$ cat config.mk
export PLATFORM = sky130hd
export DESIGN_NAME = baro_ground_calibration_altitude_top
export DESIGN_NICKNAME = d
export VERILOG_FILES = /design/src/bgca_pkg.sv /design/src/baro_ground_calibration_altitude_top.sv /design/src/bgca_mul.sv /design/src/bgca_core.sv
export SDC_FILE = /design/constraint.sdc
export NUM_CORES = 2
export LEC_CHECK = 0
export ABC_CLOCK_PERIOD_IN_PS = 27900
export BUFFER_PORTS_ARGS = -buffer_cell sky130_fd_sc_hd__buf_2
export CAP_MARGIN = 25
export CORE_ASPECT_RATIO = 0.9
export CORE_MARGIN = 2
export CORE_UTILIZATION = 50
export DETAILED_ROUTE_END_ITERATION = 7
export GPL_TIMING_DRIVEN = 0
export PLACE_DENSITY = 0.66
export RECOVER_POWER = 25
export SYNTH_ARGS = -nofsm -noshare
export SYNTH_HDL_FRONTEND = slang
export SYNTH_SLANG_ARGS = --single-unit
$ cat constraint.sdc
create_clock -name i_clk -period 27.9 [get_ports i_clk]
set_clock_uncertainty 0.1 [all_clocks]
set_input_delay 8.37 -clock i_clk [delete_from_list [all_inputs] [get_ports i_clk]]
set_output_delay 8.37 -clock i_clk [all_outputs]
set_load 0.02 [all_outputs]
$ cat src/bgca_pkg.sv
`default_nettype none
// ----------------------------------------------------------------------------
// bgca_pkg
// types and fixed-point constants shared by the barometric altitude block
// ----------------------------------------------------------------------------
package bgca_pkg;

    // field and datapath widths
    localparam int PRESS_W   = 21;
    localparam int SETTLE_W  = 16;
    localparam int OUT_W     = 22;
    localparam int EST_W     = 32;
    localparam int Q12_SHIFT = 12;

    // shared multiplier operand and product widths
    localparam int MUL_A_W = 33;
    localparam int MUL_B_W = 32;
    localparam int MUL_P_W = MUL_A_W + MUL_B_W;

    // altitude law intermediates
    localparam int MAG_W    = 31;
    localparam int X_W      = 32;
    localparam int T16_W    = 25;
    localparam int T2_W     = 33;
    localparam int T3_W     = 41;
    localparam int Y_W      = 47;
    localparam int Z_W      = 45;
    localparam int ZH_W     = 22;
    localparam int ZL_W     = 23;
    localparam int DV_W     = 28;
    localparam int DQ_W     = 24;
    localparam int DR_W     = 5;
    localparam int QH_W     = 18;
    localparam int CUB_W    = QH_W + ZL_W;
    localparam int SUM_W    = 42;
    localparam int ARAW_W   = 26;
    localparam int A_W      = 24;
    localparam int ALT_W    = 25;
    localparam int DIFF_W   = 26;
    localparam int GP_W     = 48;
    localparam int T2P_W    = 50;
    localparam int T3P_W    = 58;
    localparam int RND_SHIFT = 16;

    // constants
    localparam logic [SETTLE_W-1:0] SETTLE_RESET = 16'd500;
    localparam logic [EST_W-1:0]    EST_RESET    = 32'd415027200;  // 101325 Pa, Q.12
    localparam logic [EST_W-1:0]    REF_Q12      = 32'd413696000;  // 101000 Pa, Q.12
    localparam logic [EST_W-1:0]    MAG_LIMIT    = 32'd1073741824; // 2^18 Pa, Q.12
    localparam logic [15:0]         GAIN_Q16     = 16'd9830;
    localparam logic [15:0]         TOL_DIV      = 16'd20000;
    localparam logic [31:0]         M125         = 32'd2199023255; // floor(2^38/125)
    localparam int                  M125_SHIFT   = 38;
    localparam logic [31:0]         M25          = 32'd171798691;  // floor(2^32/25)
    localparam int                  M25_SHIFT    = 32;
    localparam logic [A_W-1:0]      ALT_LIMIT    = 24'd8388608;    // 2^23 cm
    localparam logic [15:0]         RND_HALF     = 16'd32768;
    localparam logic [7:0]          X_BIAS       = 8'd62;
    localparam logic [7:0]          DIV_125      = 8'd125;
    localparam logic [7:0]          DIV_25       = 8'd25;
    localparam logic [7:0]          CUB_BIAS     = 8'd25;

    localparam logic REQ_SAMPLE = 1'b0;
    localparam logic REQ_CALIB  = 1'b1;

    typedef struct packed {
        logic [MUL_A_W-1:0] a;
        logic [MUL_B_W-1:0] b;
    } t_mul_op;

    typedef struct packed {
        logic signed [OUT_W-1:0] altitude_cm;
        logic                    calibrated;
    } t_result;

    typedef enum logic [4:0] {
        ST_IDLE,
        ST_CHECK,
        ST_E_GAIN,
        ST_E_TOL,
        ST_E_TEST,
        ST_A_MAG,
        ST_A_DIV,
        ST_A_Q,
        ST_A_QFIX,
        ST_A_SQ,
        ST_A_T2,
        ST_A_CUBE,
        ST_A_T3,
        ST_A_Z,
        ST_A_HDIV,
        ST_A_HQ,
        ST_A_HFIX,
        ST_A_LDIV,
        ST_A_LQ,
        ST_A_LFIX,
        ST_A_SUM,
        ST_A_OUT,
        ST_FIN
    } t_state;

endpackage
`default_nettype wire

$ cat src/baro_ground_calibration_altitude_top.sv
`default_nettype none
// ----------------------------------------------------------------------------
// baro_ground_calibration_altitude_top
// barometric altitude relative to a calibrated ground pressure
// ----------------------------------------------------------------------------
// input channel (i_in_valid / o_in_ready) carries one word: a pressure sample
// (i_req_type 0) or a start-calibration request (i_req_type 1) with its tick.
// output channel (o_out_valid / i_out_ready) returns one word per input word:
// altitude in cm above ground and the calibrated flag.
// settle_ticks is written through i_cfg_we / i_cfg_wdata; the user writes it
// only while idle, as the block itself does not enforce this.
// words are processed one at a time by a sequencer around one shared
// multiplier; o_in_ready rises on the edge that moves the result into the
// output register, together with o_out_valid.
// a result waiting on a stalled receiver does not block the next word, but a
// second result waits in the sequencer until the output register frees up.
// reset: estimate 101325 Pa, uncalibrated, settle_ticks 500, output empty.
// ----------------------------------------------------------------------------
module baro_ground_calibration_altitude_top #(
    parameter int TICK_BITS          = 32,
    parameter int PRESSURE_FRAC_BITS = 4
) (
    input  wire logic                          i_clk,
    input  wire logic                          i_rst_n,
    // input words
    input  wire logic                          i_in_valid,
    output logic                               o_in_ready,
    input  wire logic                          i_req_type,
    input  wire logic [bgca_pkg::PRESS_W-1:0]  i_pressure,
    input  wire logic [TICK_BITS-1:0]          i_tick_now,
    // result words
    output logic                               o_out_valid,
    input  wire logic                          i_out_ready,
    output logic signed [bgca_pkg::OUT_W-1:0]  o_altitude_cm,
    output logic                               o_calibrated,
    // settle_ticks register
    input  wire logic                          i_cfg_we,
    input  wire logic [bgca_pkg::SETTLE_W-1:0] i_cfg_wdata
);
    import bgca_pkg::*;

    logic [SETTLE_W-1:0] r_settle;
    logic                r_out_valid;
    t_result             r_out_res;

    logic    w_idle;
    logic    w_done;
    logic    w_res_ready;
    logic    w_start;
    t_result w_res;

    // output register free, or being emptied this cycle
    assign w_res_ready = !r_out_valid || i_out_ready;
    assign w_start     = i_in_valid && w_idle;

    bgca_core #(
        .TICK_BITS          (TICK_BITS),
        .PRESSURE_FRAC_BITS (PRESSURE_FRAC_BITS)
    ) u_core (
        .i_clk       (i_clk),
        .i_rst_n     (i_rst_n),
        .i_start     (w_start),
        .i_req_type  (i_req_type),
        .i_pressure  (i_pressure),
        .i_tick      (i_tick_now),
        .i_settle    (r_settle),
        .i_res_ready (w_res_ready),
        .o_idle      (w_idle),
        .o_done      (w_done),
        .o_res       (w_res)
    );

    // control: config register and output valid
    always_ff @(posedge i_clk) begin
        if (!i_rst_n) begin
            r_settle    <= SETTLE_RESET;
            r_out_valid <= 1'b0;
        end else begin
            if (i_cfg_we) begin
                r_settle <= i_cfg_wdata;
            end
            if (w_done && w_res_ready) begin
                r_out_valid <= 1'b1;
            end else if (i_out_ready) begin
                r_out_valid <= 1'b0;
            end
        end
    end

    // result payload
    always_ff @(posedge i_clk) begin
        if (w_done && w_res_ready) begin
            r_out_res <= w_res;
        end
    end

    assign o_in_ready    = w_idle;
    assign o_out_valid   = r_out_valid;
    assign o_altitude_cm = r_out_res.altitude_cm;
    assign o_calibrated  = r_out_res.calibrated;

endmodule
`default_nettype wire

$ cat src/bgca_mul.sv
`default_nettype none
// ----------------------------------------------------------------------------
// bgca_mul
// shared unsigned multiplier with registered product
// ----------------------------------------------------------------------------
module bgca_mul (
    input  wire logic                     i_clk,
    input  wire bgca_pkg::t_mul_op        i_op,
    output logic [bgca_pkg::MUL_P_W-1:0]  o_prod
);
    import bgca_pkg::*;

    logic [MUL_P_W-1:0] r_prod;

    always_ff @(posedge i_clk) begin
        r_prod <= MUL_P_W'(i_op.a) * MUL_P_W'(i_op.b);
    end

    assign o_prod = r_prod;

endmodule
`default_nettype wire

$ cat src/bgca_core.sv
`default_nettype none
// ----------------------------------------------------------------------------
// bgca_core
// sequencer, calibration state and altitude datapath around one multiplier
// ----------------------------------------------------------------------------
module bgca_core #(
    parameter int TICK_BITS          = 32,
    parameter int PRESSURE_FRAC_BITS = 4
) (
    input  wire logic                          i_clk,
    input  wire logic                          i_rst_n,
    input  wire logic                          i_start,
    input  wire logic                          i_req_type,
    input  wire logic [bgca_pkg::PRESS_W-1:0]  i_pressure,
    input  wire logic [TICK_BITS-1:0]          i_tick,
    input  wire logic [bgca_pkg::SETTLE_W-1:0] i_settle,
    input  wire logic                          i_res_ready,
    output logic                               o_idle,
    output logic                               o_done,
    output bgca_pkg::t_result                  o_res
);
    import bgca_pkg::*;

    localparam int P_SHIFT = Q12_SHIFT - PRESSURE_FRAC_BITS;
    localparam int P12_W   = PRESS_W + P_SHIFT;
    localparam int PV_W    = (P12_W > EST_W) ? P12_W : EST_W;

    typedef struct packed {
        logic [DQ_W-1:0] q;
        logic [DR_W-1:0] r;
    } t_divq;

    // fix up a reciprocal quotient estimate that may be one low
    function automatic t_divq div25_fix(input logic [DV_W-1:0] x, input logic [DQ_W-1:0] q);
        logic [DV_W-1:0] m;
        logic [DV_W-1:0] rem;
        t_divq res;
        m   = (DV_W'(q) << 4) + (DV_W'(q) << 3) + DV_W'(q);
        rem = x - m;
        if (rem >= DV_W'(DIV_25)) begin
            res.q = q + DQ_W'(1);
            res.r = DR_W'(rem - DV_W'(DIV_25));
        end else begin
            res.q = q;
            res.r = DR_W'(rem);
        end
        return res;
    endfunction

    function automatic logic signed [OUT_W-1:0] sat_out(input logic signed [DIFF_W-1:0] v);
        logic signed [DIFF_W-1:0] hi;
        logic signed [DIFF_W-1:0] lo;
        hi = DIFF_W'(signed'({1'b0, {(OUT_W-1){1'b1}}}));
        lo = DIFF_W'(signed'({1'b1, {(OUT_W-1){1'b0}}}));
        if (v > hi) begin
            return hi[OUT_W-1:0];
        end else if (v < lo) begin
            return lo[OUT_W-1:0];
        end
        return v[OUT_W-1:0];
    endfunction

    // state registers and next values
    t_state r_state, n_state;
    logic [EST_W-1:0]     r_est, n_est;
    logic [TICK_BITS-1:0] r_stable, n_stable;
    logic signed [OUT_W-1:0] r_ground, n_ground;
    logic                 r_calib, n_calib;

    // per-word working registers
    logic                 r_req, n_req;
    logic [PV_W-1:0]      r_pval, n_pval;
    logic [TICK_BITS-1:0] r_tick, n_tick;
    logic                 r_up, n_up;
    logic [PV_W-1:0]      r_emag, n_emag;
    logic                 r_cal_path, n_cal_path;
    logic                 r_neg, n_neg;
    logic [MAG_W-1:0]     r_mag, n_mag;
    logic [T16_W-1:0]     r_t16, n_t16;
    logic [T2_W-1:0]      r_t2, n_t2;
    logic [T3_W-1:0]      r_t3, n_t3;
    logic [Z_W-1:0]       r_z, n_z;
    logic [DV_W-1:0]      r_dx, n_dx;
    logic [DQ_W-1:0]      r_dq, n_dq;
    logic [DR_W-1:0]      r_dr, n_dr;
    logic [QH_W-1:0]      r_qh, n_qh;
    logic [ZL_W-1:0]      r_ql, n_ql;
    logic signed [ALT_W-1:0] r_alt, n_alt;
    t_result              r_res, n_res;

    t_mul_op              w_mul_op;
    logic [MUL_P_W-1:0]   w_prod;

    bgca_mul u_mul (
        .i_clk  (i_clk),
        .i_op   (w_mul_op),
        .o_prod (w_prod)
    );

    // estimate update
    logic [GP_W-1:0]      w_dsum;
    logic [EST_W-1:0]     w_delta;
    logic [EST_W:0]       w_est_up;
    logic                 w_tol;
    logic [TICK_BITS-1:0] w_elapsed;
    logic                 w_settled;

    assign w_dsum    = w_prod[GP_W-1:0] + GP_W'(RND_HALF);
    assign w_delta   = w_dsum[RND_SHIFT +: EST_W];
    assign w_est_up  = {1'b0, r_est} + {1'b0, w_delta};
    assign w_tol     = w_prod < MUL_P_W'(r_est);
    assign w_elapsed = r_tick - r_stable;
    assign w_settled = w_elapsed > TICK_BITS'(i_settle);

    // altitude law
    logic [PV_W-1:0]   w_below, w_above;
    logic [X_W-1:0]    w_x;
    logic [X_W:0]      w_m125, w_rem125;
    logic [T2P_W-1:0]  w_t2_sum;
    logic [T3P_W-1:0]  w_t3_sum;
    logic [Y_W-1:0]    w_y;
    logic [DV_W-1:0]   w_wlo;
    t_divq             w_fix;
    logic [CUB_W-1:0]  w_cub;
    logic [SUM_W-1:0]  w_lin, w_sum;
    logic [ARAW_W-1:0] w_araw;
    logic [A_W-1:0]    w_aclamp;
    logic signed [DIFF_W-1:0] w_diff;

    assign w_below  = PV_W'(REF_Q12) - r_pval;
    assign w_above  = r_pval - PV_W'(REF_Q12);
    assign w_x      = {r_mag, 1'b0} + X_W'(X_BIAS);
    assign w_m125   = ((X_W+1)'(r_t16) << 7) - ((X_W+1)'(r_t16) << 2) + (X_W+1)'(r_t16);
    assign w_rem125 = (X_W+1)'(w_x) - w_m125;
    assign w_t2_sum = w_prod[T2P_W-1:0] + T2P_W'(RND_HALF);
    assign w_t3_sum = w_prod[T3P_W-1:0] + T3P_W'(RND_HALF);
    assign w_y      = (Y_W'(r_t3) << 5) + (Y_W'(r_t3) << 3) + Y_W'(r_t3) + Y_W'(CUB_BIAS);
    assign w_wlo    = {r_dr, r_z[ZL_W-1:0]};
    assign w_fix    = div25_fix(r_dx, r_dq);
    assign w_cub    = {r_qh, r_ql};
    assign w_lin    = (SUM_W'(r_mag) << 7) + (SUM_W'(r_mag) << 4);
    assign w_sum    = SUM_W'(w_cub) + w_lin + SUM_W'(RND_HALF);
    assign w_araw   = w_sum[RND_SHIFT +: ARAW_W];
    assign w_aclamp = (w_araw > ARAW_W'(ALT_LIMIT)) ? ALT_LIMIT : w_araw[A_W-1:0];
    assign w_diff   = DIFF_W'(r_alt) - DIFF_W'(r_ground);

    always_ff @(posedge i_clk) begin
        if (!i_rst_n) begin
            r_state  <= ST_IDLE;
            r_est    <= EST_RESET;
            r_stable <= '0;
            r_ground <= '0;
            r_calib  <= 1'b0;
        end else begin
            r_state  <= n_state;
            r_est    <= n_est;
            r_stable <= n_stable;
            r_ground <= n_ground;
            r_calib  <= n_calib;
        end
    end

    always_ff @(posedge i_clk) begin
        r_req      <= n_req;
        r_pval     <= n_pval;
        r_tick     <= n_tick;
        r_up       <= n_up;
        r_emag     <= n_emag;
        r_cal_path <= n_cal_path;
        r_neg      <= n_neg;
        r_mag      <= n_mag;
        r_t16      <= n_t16;
        r_t2       <= n_t2;
        r_t3       <= n_t3;
        r_z        <= n_z;
        r_dx       <= n_dx;
        r_dq       <= n_dq;
        r_dr       <= n_dr;
        r_qh       <= n_qh;
        r_ql       <= n_ql;
        r_alt      <= n_alt;
        r_res      <= n_res;
    end

    always_comb begin
        n_state    = r_state;
        n_est      = r_est;
        n_stable   = r_stable;
        n_ground   = r_ground;
        n_calib    = r_calib;
        n_req      = r_req;
        n_pval     = r_pval;
        n_tick     = r_tick;
        n_up       = r_up;
        n_emag     = r_emag;
        n_cal_path = r_cal_path;
        n_neg      = r_neg;
        n_mag      = r_mag;
        n_t16      = r_t16;
        n_t2       = r_t2;
        n_t3       = r_t3;
        n_z        = r_z;
        n_dx       = r_dx;
        n_dq       = r_dq;
        n_dr       = r_dr;
        n_qh       = r_qh;
        n_ql       = r_ql;
        n_alt      = r_alt;
        n_res      = r_res;
        w_mul_op   = '0;

        case (r_state)
            ST_IDLE: begin
                if (i_start) begin
                    n_req   = i_req_type;
                    n_pval  = PV_W'(i_pressure) << P_SHIFT;
                    n_tick  = i_tick;
                    n_state = ST_CHECK;
                end
            end
            ST_CHECK: begin
                if (r_req == REQ_CALIB) begin
                    n_stable = r_tick;
                    n_calib  = 1'b0;
                    n_res.altitude_cm = '0;
                    n_res.calibrated  = 1'b0;
                    n_state  = ST_FIN;
                end else if (!r_calib) begin
                    if (r_pval >= PV_W'(r_est)) begin
                        n_up   = 1'b1;
                        n_emag = r_pval - PV_W'(r_est);
                    end else begin
                        n_up   = 1'b0;
                        n_emag = PV_W'(r_est) - r_pval;
                    end
                    n_state = ST_E_GAIN;
                end else begin
                    n_cal_path = 1'b0;
                    n_state    = ST_A_MAG;
                end
            end
            // error times gain
            ST_E_GAIN: begin
                w_mul_op.a = MUL_A_W'(r_emag);
                w_mul_op.b = MUL_B_W'(GAIN_Q16);
                n_state    = ST_E_TOL;
            end
            ST_E_TOL: begin
                if (r_up) begin
                    n_est = w_est_up[EST_W] ? '1 : w_est_up[EST_W-1:0];
                end else begin
                    n_est = r_est - w_delta;
                end
                w_mul_op.a = MUL_A_W'(r_emag);
                w_mul_op.b = MUL_B_W'(TOL_DIV);
                n_state    = ST_E_TEST;
            end
            ST_E_TEST: begin
                n_res.altitude_cm = '0;
                n_res.calibrated  = 1'b0;
                if (w_tol) begin
                    if (w_settled) begin
                        n_pval     = PV_W'(r_est);
                        n_cal_path = 1'b1;
                        n_state    = ST_A_MAG;
                    end else begin
                        n_state = ST_FIN;
                    end
                end else begin
                    n_stable = r_tick;
                    n_state  = ST_FIN;
                end
            end
            ST_A_MAG: begin
                if (r_pval <= PV_W'(REF_Q12)) begin
                    n_neg = 1'b0;
                    n_mag = (w_below > PV_W'(MAG_LIMIT)) ? MAG_W'(MAG_LIMIT) : MAG_W'(w_below);
                end else begin
                    n_neg = 1'b1;
                    n_mag = (w_above > PV_W'(MAG_LIMIT)) ? MAG_W'(MAG_LIMIT) : MAG_W'(w_above);
                end
                n_state = ST_A_DIV;
            end
            // t = d / 1000 in Q16, as (2d + 62) / 125
            ST_A_DIV: begin
                w_mul_op.a = MUL_A_W'(w_x);
                w_mul_op.b = M125;
                n_state    = ST_A_Q;
            end
            ST_A_Q: begin
                n_t16   = w_prod[M125_SHIFT +: T16_W];
                n_state = ST_A_QFIX;
            end
            ST_A_QFIX: begin
                if (w_rem125 >= (X_W+1)'(DIV_125)) begin
                    n_t16 = r_t16 + T16_W'(1);
                end
                n_state = ST_A_SQ;
            end
            ST_A_SQ: begin
                w_mul_op.a = MUL_A_W'(r_t16);
                w_mul_op.b = MUL_B_W'(r_t16);
                n_state    = ST_A_T2;
            end
            ST_A_T2: begin
                n_t2    = w_t2_sum[RND_SHIFT +: T2_W];
                n_state = ST_A_CUBE;
            end
            ST_A_CUBE: begin
                w_mul_op.a = MUL_A_W'(r_t2);
                w_mul_op.b = MUL_B_W'(r_t16);
                n_state    = ST_A_T3;
            end
            ST_A_T3: begin
                n_t3    = w_t3_sum[RND_SHIFT +: T3_W];
                n_state = ST_A_Z;
            end
            // (41 t3 + 25) / 50, halved first, then split into two chunks over 25
            ST_A_Z: begin
                n_z     = w_y[1 +: Z_W];
                n_state = ST_A_HDIV;
            end
            ST_A_HDIV: begin
                w_mul_op.a = MUL_A_W'(r_z[Z_W-1 -: ZH_W]);
                w_mul_op.b = M25;
                n_dx       = DV_W'(r_z[Z_W-1 -: ZH_W]);
                n_state    = ST_A_HQ;
            end
            ST_A_HQ: begin
                n_dq    = w_prod[M25_SHIFT +: DQ_W];
                n_state = ST_A_HFIX;
            end
            ST_A_HFIX: begin
                n_qh    = w_fix.q[QH_W-1:0];
                n_dr    = w_fix.r;
                n_state = ST_A_LDIV;
            end
            ST_A_LDIV: begin
                w_mul_op.a = MUL_A_W'(w_wlo);
                w_mul_op.b = M25;
                n_dx       = w_wlo;
                n_state    = ST_A_LQ;
            end
            ST_A_LQ: begin
                n_dq    = w_prod[M25_SHIFT +: DQ_W];
                n_state = ST_A_LFIX;
            end
            ST_A_LFIX: begin
                n_ql    = w_fix.q[ZL_W-1:0];
                n_state = ST_A_SUM;
            end
            ST_A_SUM: begin
                if (r_neg) begin
                    n_alt = -signed'(ALT_W'(w_aclamp));
                end else begin
                    n_alt = signed'(ALT_W'(w_aclamp));
                end
                n_state = ST_A_OUT;
            end
            ST_A_OUT: begin
                if (r_cal_path) begin
                    n_ground          = sat_out(DIFF_W'(r_alt));
                    n_calib           = 1'b1;
                    n_res.altitude_cm = '0;
                    n_res.calibrated  = 1'b1;
                end else begin
                    n_res.altitude_cm = sat_out(w_diff);
                    n_res.calibrated  = 1'b1;
                end
                n_state = ST_FIN;
            end
            ST_FIN: begin
                if (i_res_ready) begin
                    n_state = ST_IDLE;
                end
            end
            default: begin
                n_state = ST_IDLE;
            end
        endcase
    end

    assign o_idle = (r_state == ST_IDLE);
    assign o_done = (r_state == ST_FIN);
    assign o_res  = r_res;

endmodule
`default_nettype wire

# After elaboration in Yosys (flattened, before gate mapping)
# Index checks and enable logic that the tools add are counted.
# totals
register_bits	618
wordCells	186
# op_classes
n_lt_le_gt_ge	13
addsub	28
bitwise	2
n_mul	1
n_mux	56
eq_ne	32
n_reduce_logical	23
# ops
cell	n
one-hot mux 65 bit (7 select lines)	1
2-to-1 mux 32 bit	8
2-to-1 mux 22 bit	6
one-hot mux 32 bit (2 select lines)	2
subtractor 32 bit	4
one-hot mux 5 bit (23 select lines)	1
2-to-1 mux 31 bit	3
one-hot mux 23 bit (3 select lines)	1
< comparator 65 x 32 -> 1 bit	1
multiplier 33 x 32 -> 65 bit	1
greater-than comparator 32 x 31 -> 1 bit, second input constant	2
adder 57 x 16 -> 57 bit, second input constant	1
one-hot mux 28 bit (2 select lines)	1
one-hot mux 25 bit (2 select lines)	1
adder 49 x 16 -> 49 bit, second input constant	1
adder 48 x 16 -> 48 bit, second input constant	1
2-to-1 mux 24 bit	2
adder 46 x 41 -> 46 bit	1
adder 46 x 44 -> 46 bit	1
adder 46 x 5 -> 46 bit, second input constant	1
2-to-1 mux 23 bit	2
adder 41 x 42 -> 42 bit	1
adder 42 x 16 -> 42 bit, second input constant	1
equality test 5 x 4 -> 1 bit, second input constant	8
other kinds (50)	103

# Longest topological paths before layout
# depth
ltp_word	9
ltp_mapped	41
depth_no_buf	39

# Hierarchy
# Synthesis repeated with hierarchy kept, for this count alone.
# unflattened
cells_unflattened	8921
area_unflattened_um2	81602.0
# by_module_without_submodules
mod	instances	area_per_inst_um2	cells_each
bgca_core	1	44808.0	4958
bgca_mul	1	35451.5	3883
baro_ground_calibration_altitude_top	1	1342.5	80

# Worst setup path before layout
# OpenSTA, ideal clock, no wires.
# synth_path
path_kind	input port to flip-flop
start	input i_out_ready
end	register r_out_res, in the netlist o_altitude_cm[0] (enable)
t_required_ps	27368
path_slack_ps	17335
n_path_buf	0
arrival_ps	10034
setup_time_ps	432
cell_stages	2
cell_sequence	nor2b_1 nor3_1
# synth_between
elab_chain_len	2
# synth_lines
item	line_no	source
start: declaration	baro_ground_calibration_altitude_top.sv:33	input wire logic i_out_ready,
logical OR 1 bit	baro_ground_calibration_altitude_top.sv:53	assign w_res_ready = !r_out_valid || i_out_ready;
logical AND 1 bit	baro_ground_calibration_altitude_top.sv:92	if (w_done && w_res_ready) begin
end signal: assignment	baro_ground_calibration_altitude_top.sv:93	r_out_res <= w_res;
end: declaration	baro_ground_calibration_altitude_top.sv:44	t_result r_out_res;
# No other way between the ends.
# A chain may end at the register's enable or synchronous reset.

# Worst setup path in the final report
# layout_path
start	register u_core.r_mag[0]
end	register u_core.u_mul.r_prod[45] (netlist: u_core.u_mul.o_prod[45])
# layout_between
elab_chain_len	3
# layout_lines
item	line_no	source
start: declaration	bgca_core.sv:78	logic [MAG_W-1:0] r_mag, n_mag;
start signal: assignment	bgca_core.sv:171	r_mag <= n_mag;
adder 32 x 6 -> 32 bit	bgca_core.sv:132	assign w_x = {r_mag, 1'b0} + X_W'(X_BIAS);
one-hot mux 65 bit (7 select lines)	bgca_core.sv:212	case (r_state)
multiplier 33 x 32 -> 65 bit	bgca_mul.sv:16	r_prod <= MUL_P_W'(i_op.a) * MUL_P_W'(i_op.b);
end signal: assignment	bgca_mul.sv:16	
end: declaration	bgca_mul.sv:13	logic [MUL_P_W-1:0] r_prod;
# No other way between the ends.

==> results.yml <==
finish:
  multi_input_area_sq_um: 55000
  fin_nets: 10700
  final_cells: 11000
  layout-drive-gt1-share_pct: 4.98
  area_growth_pct: 8.45
  fillers: 14400
  seqCellArea_sq_um: 16700
  fin_util_pct: 54.5
timing:
  setup_tns_ns: 0
  slew_viol_final: 123
  fmax_mhz: 73.5
  rsz0062_at_grt: "false"
  hold_viol_final: 0
  timing.slew.headroom_pct: -67.8
  hold-worst-slack_ns: 0.317
  worst-slew-pin-transition_ns: 2.51
  fin_crit_sh_pct: 48.8
  period_needed_ns: 13.61
  setup_viol: 0
clock_network:
  post_cts_buffers: 0
  ctsHoldBuffers: 0
  cts_tree: "done"
  cts_made_buffers: 75
  post_cts_resize_count: 0
  cts_sinks: 614
  clock_latency_ns: 0.73
  cts-root-buf: "clkbuf_16"
  cts_buffer_depth: 3
  cts.clk_slew.worst_paths_ns: 0.06
  htree_levels: 3
power:
  power_uw: 7200
  p_per_area_nw_per_um2: 85.3
  ir_drop_mv: 0.0639
  p_leak_uw: 0.0385
synth:
  yosys.cell_types.count: 102
  synth_common_cells: "1321 x inv_1, 929 x fa_1, 875 x nor2_1"
  synth_warnings: 0
  synth_most_common_cell: "inv_1"
  synth_flop_cell: "edfxtp_1"
  synthTopCellsByArea: "fa_1 24%, edfxtp_1 17%, ha_1 12%"
  synth_largest_area_cell: "fa_1"
  syn_inst: 8642
  ys_ff_latch: 614
  syn_avg_cell_area_sq_um: 9.01
  synth-edff-count: 440
  ys_seq_area_share_pct: 21.5
  async_reset_ff_share_pct: 0
  syn_area_sq_um: 77800
  yosysTopAreaCellShare_pct: 23.9
drt:
  wl_met3_mm: 36.3
  wl_met1_mm: 129
  drc_errors: 2
  drt_pass1_iterations: 8
  routed_wl_mm: 307
  wl_per_cell_um: 27.8
  drtIter0Drc: 7487
  viasPerCell: 6.03
  wl_met2_mm: 124
  maxUsedRoutingLayer: "met5"
  vias: 66600
  ant_nets: 0
worst_setup_path:
  crit_slowest_cell: "clkbuf_1"
  cpMostUsedCell: "fa_1"
  crit_type: "reg2reg"
  end_kind: "register"
  cp-start-kind: "register"
  path_max_fanout: 10
  crit_family: "adder cells"
  critPathArrivalTime_ns: 14.08
  critPathRequiredTime_ns: 28.37
  crit_buf_inv: 8
  slowest_delay_ns: 0.77
die:
  row_count: 137
  start_util_pct: 50.3
  die_w_um: 420
  die-height_um: 378
  coreArea_sq_um: 155000
  num_io_pins: 100
  die_area_sq_um: 159000
grt:
  globalRouteTotalUtil_pct: 38.7
  antenna_found_initial: 15
  grt_overflow: 0
  grt_max_degree: 33
  grt_first_pass_wirelength_mm: 443
  first_global_vias: 64500
placed_design:
  routabilityCongestion: 1.08
  place.detailed.hpwl_mm: 258
  io_buffers: 97
  dp_cells: 10900
min_path:
  hp-class: "reg2reg"
status:
  status: "finished, violations left"
  violations: "DRC, capacitance limit, slew limit"
job:
  drv_cap: 6
-- final cells by class --
| class | count | share of cell area (%) |
|---|---|---|
| repair buffers | 167 | 1.46 |
| well taps | 2085 | 3.09 |
| diodes | 7 | 0.0208 |
| inverters | 1324 | 5.89 |
| multi-input cells | 6367 | 65.1 |
| clock inverters | 41 | 0.569 |
| clock buffers | 99 | 2.44 |
| flip-flops and latches | 614 | 19.8 |
| plain buffers | 344 | 1.62 |
-- stage by stage --
step                      cell area (sq um)  worst slack [ns]
after CTS                             84400             14.59
after floorplan                       77900             17.33
after global routing                  84400             14.01
after detailed placement              81900             14.69
after global placement                81000             13.29
final                                 84400             14.29
-- state kept, by name, indices dropped and copies added (netlist names), 5 cells and up --
| signal | cells |
|---|---|
| u_core.u_mul.o_prod | 65 |
| u_core.r_z | 45 |
| u_core.r_t3 | 41 |
| u_core.r_t2 | 33 |
| u_core.r_emag | 32 |
| u_core.r_est | 32 |
| u_core.r_pval | 32 |
| u_core.r_stable | 32 |
| u_core.r_tick | 32 |
| u_core.r_mag | 31 |
| u_core.r_dx | 28 |
| u_core.r_alt | 25 |
| u_core.r_t16 | 25 |
| u_core.r_dq | 24 |
| u_core.o_res | 23 |
| o_altitude_cm | 22 |
| u_core.r_ground | 22 |
| u_core.r_ql | 19 |
| u_core.r_qh | 18 |
| r_settle | 16 |
| u_core.r_dr | 5 |
| u_core.r_state | 5 |
-- cell usage in the layout, fill, tap and decap left out, types with 45 or more instances in the layout --
cell type and count:
nand2_1 809, o21a_1 54, xnor2_1 257, and2_1 57
ha_1 777, nand4_1 81, a21o_1 217, o21bai_1 55
and3_1 78, o21ai_0 347, nand3_1 182, fa_1 929
nor2b_1 64, clkbuf_16 79, a31oi_1 55, xor2_1 157
buf_2 119, inv_1 1321, a21oi_1 446, nor3_1 121
edfxtp_1 440, nand2b_1 69, a211oi_1 53, dfxtp_1 174
or3_1 45, nor2_1 873, clkbuf_1 325
-- kinds of logic after synthesis --
logic type | Yosys count | synth area share [%]
AND/OR/NAND/NOR | 2543 | 14.8
XOR/XNOR | 415 | 4.68
multiplexers | 70 | 0.950
flip-flops | 614 | 21.5
AO/OA/AOI/OAI | 1625 | 13.6
adder cells (fa/ha/maj) | 1706 | 36.4
other | 1 | 0.00482
buffers and inverters | 1668 | 8.13
-- path summary, 6_finish.rpt --
kind / cells past startpoint / slack [ns] / endpoint / from
worst max-delay path: 38 / 14.29 / u_core.u_mul.o_prod[45] / u_core.r_mag[0]
worst min-delay path: 0 / 0.32 / o_altitude_cm[18] / u_core.o_res[19]
worst max register to register: 38 / 14.29 / u_core.u_mul.o_prod[45] / u_core.r_mag[0]
worst min register to register: 0 / 0.32 / o_altitude_cm[18] / u_core.o_res[19]
-- per-layer routing --
layer	vias to the layer above	track usage [%]
met5	-	0
met4	20	17.4
met3	656	11.8
met2	3682	54.7
met1	32900	54.3
li1	29400	-
-- report_power, final --
part	internal [uW]	leakage [uW]	switching, uW	total (uW)
registers	1200	0.00546	204	1410
clock network	586	0.00122	444	1030
logic	1510	0.0318	3250	4760
Power figures use the tool's default switching activity.
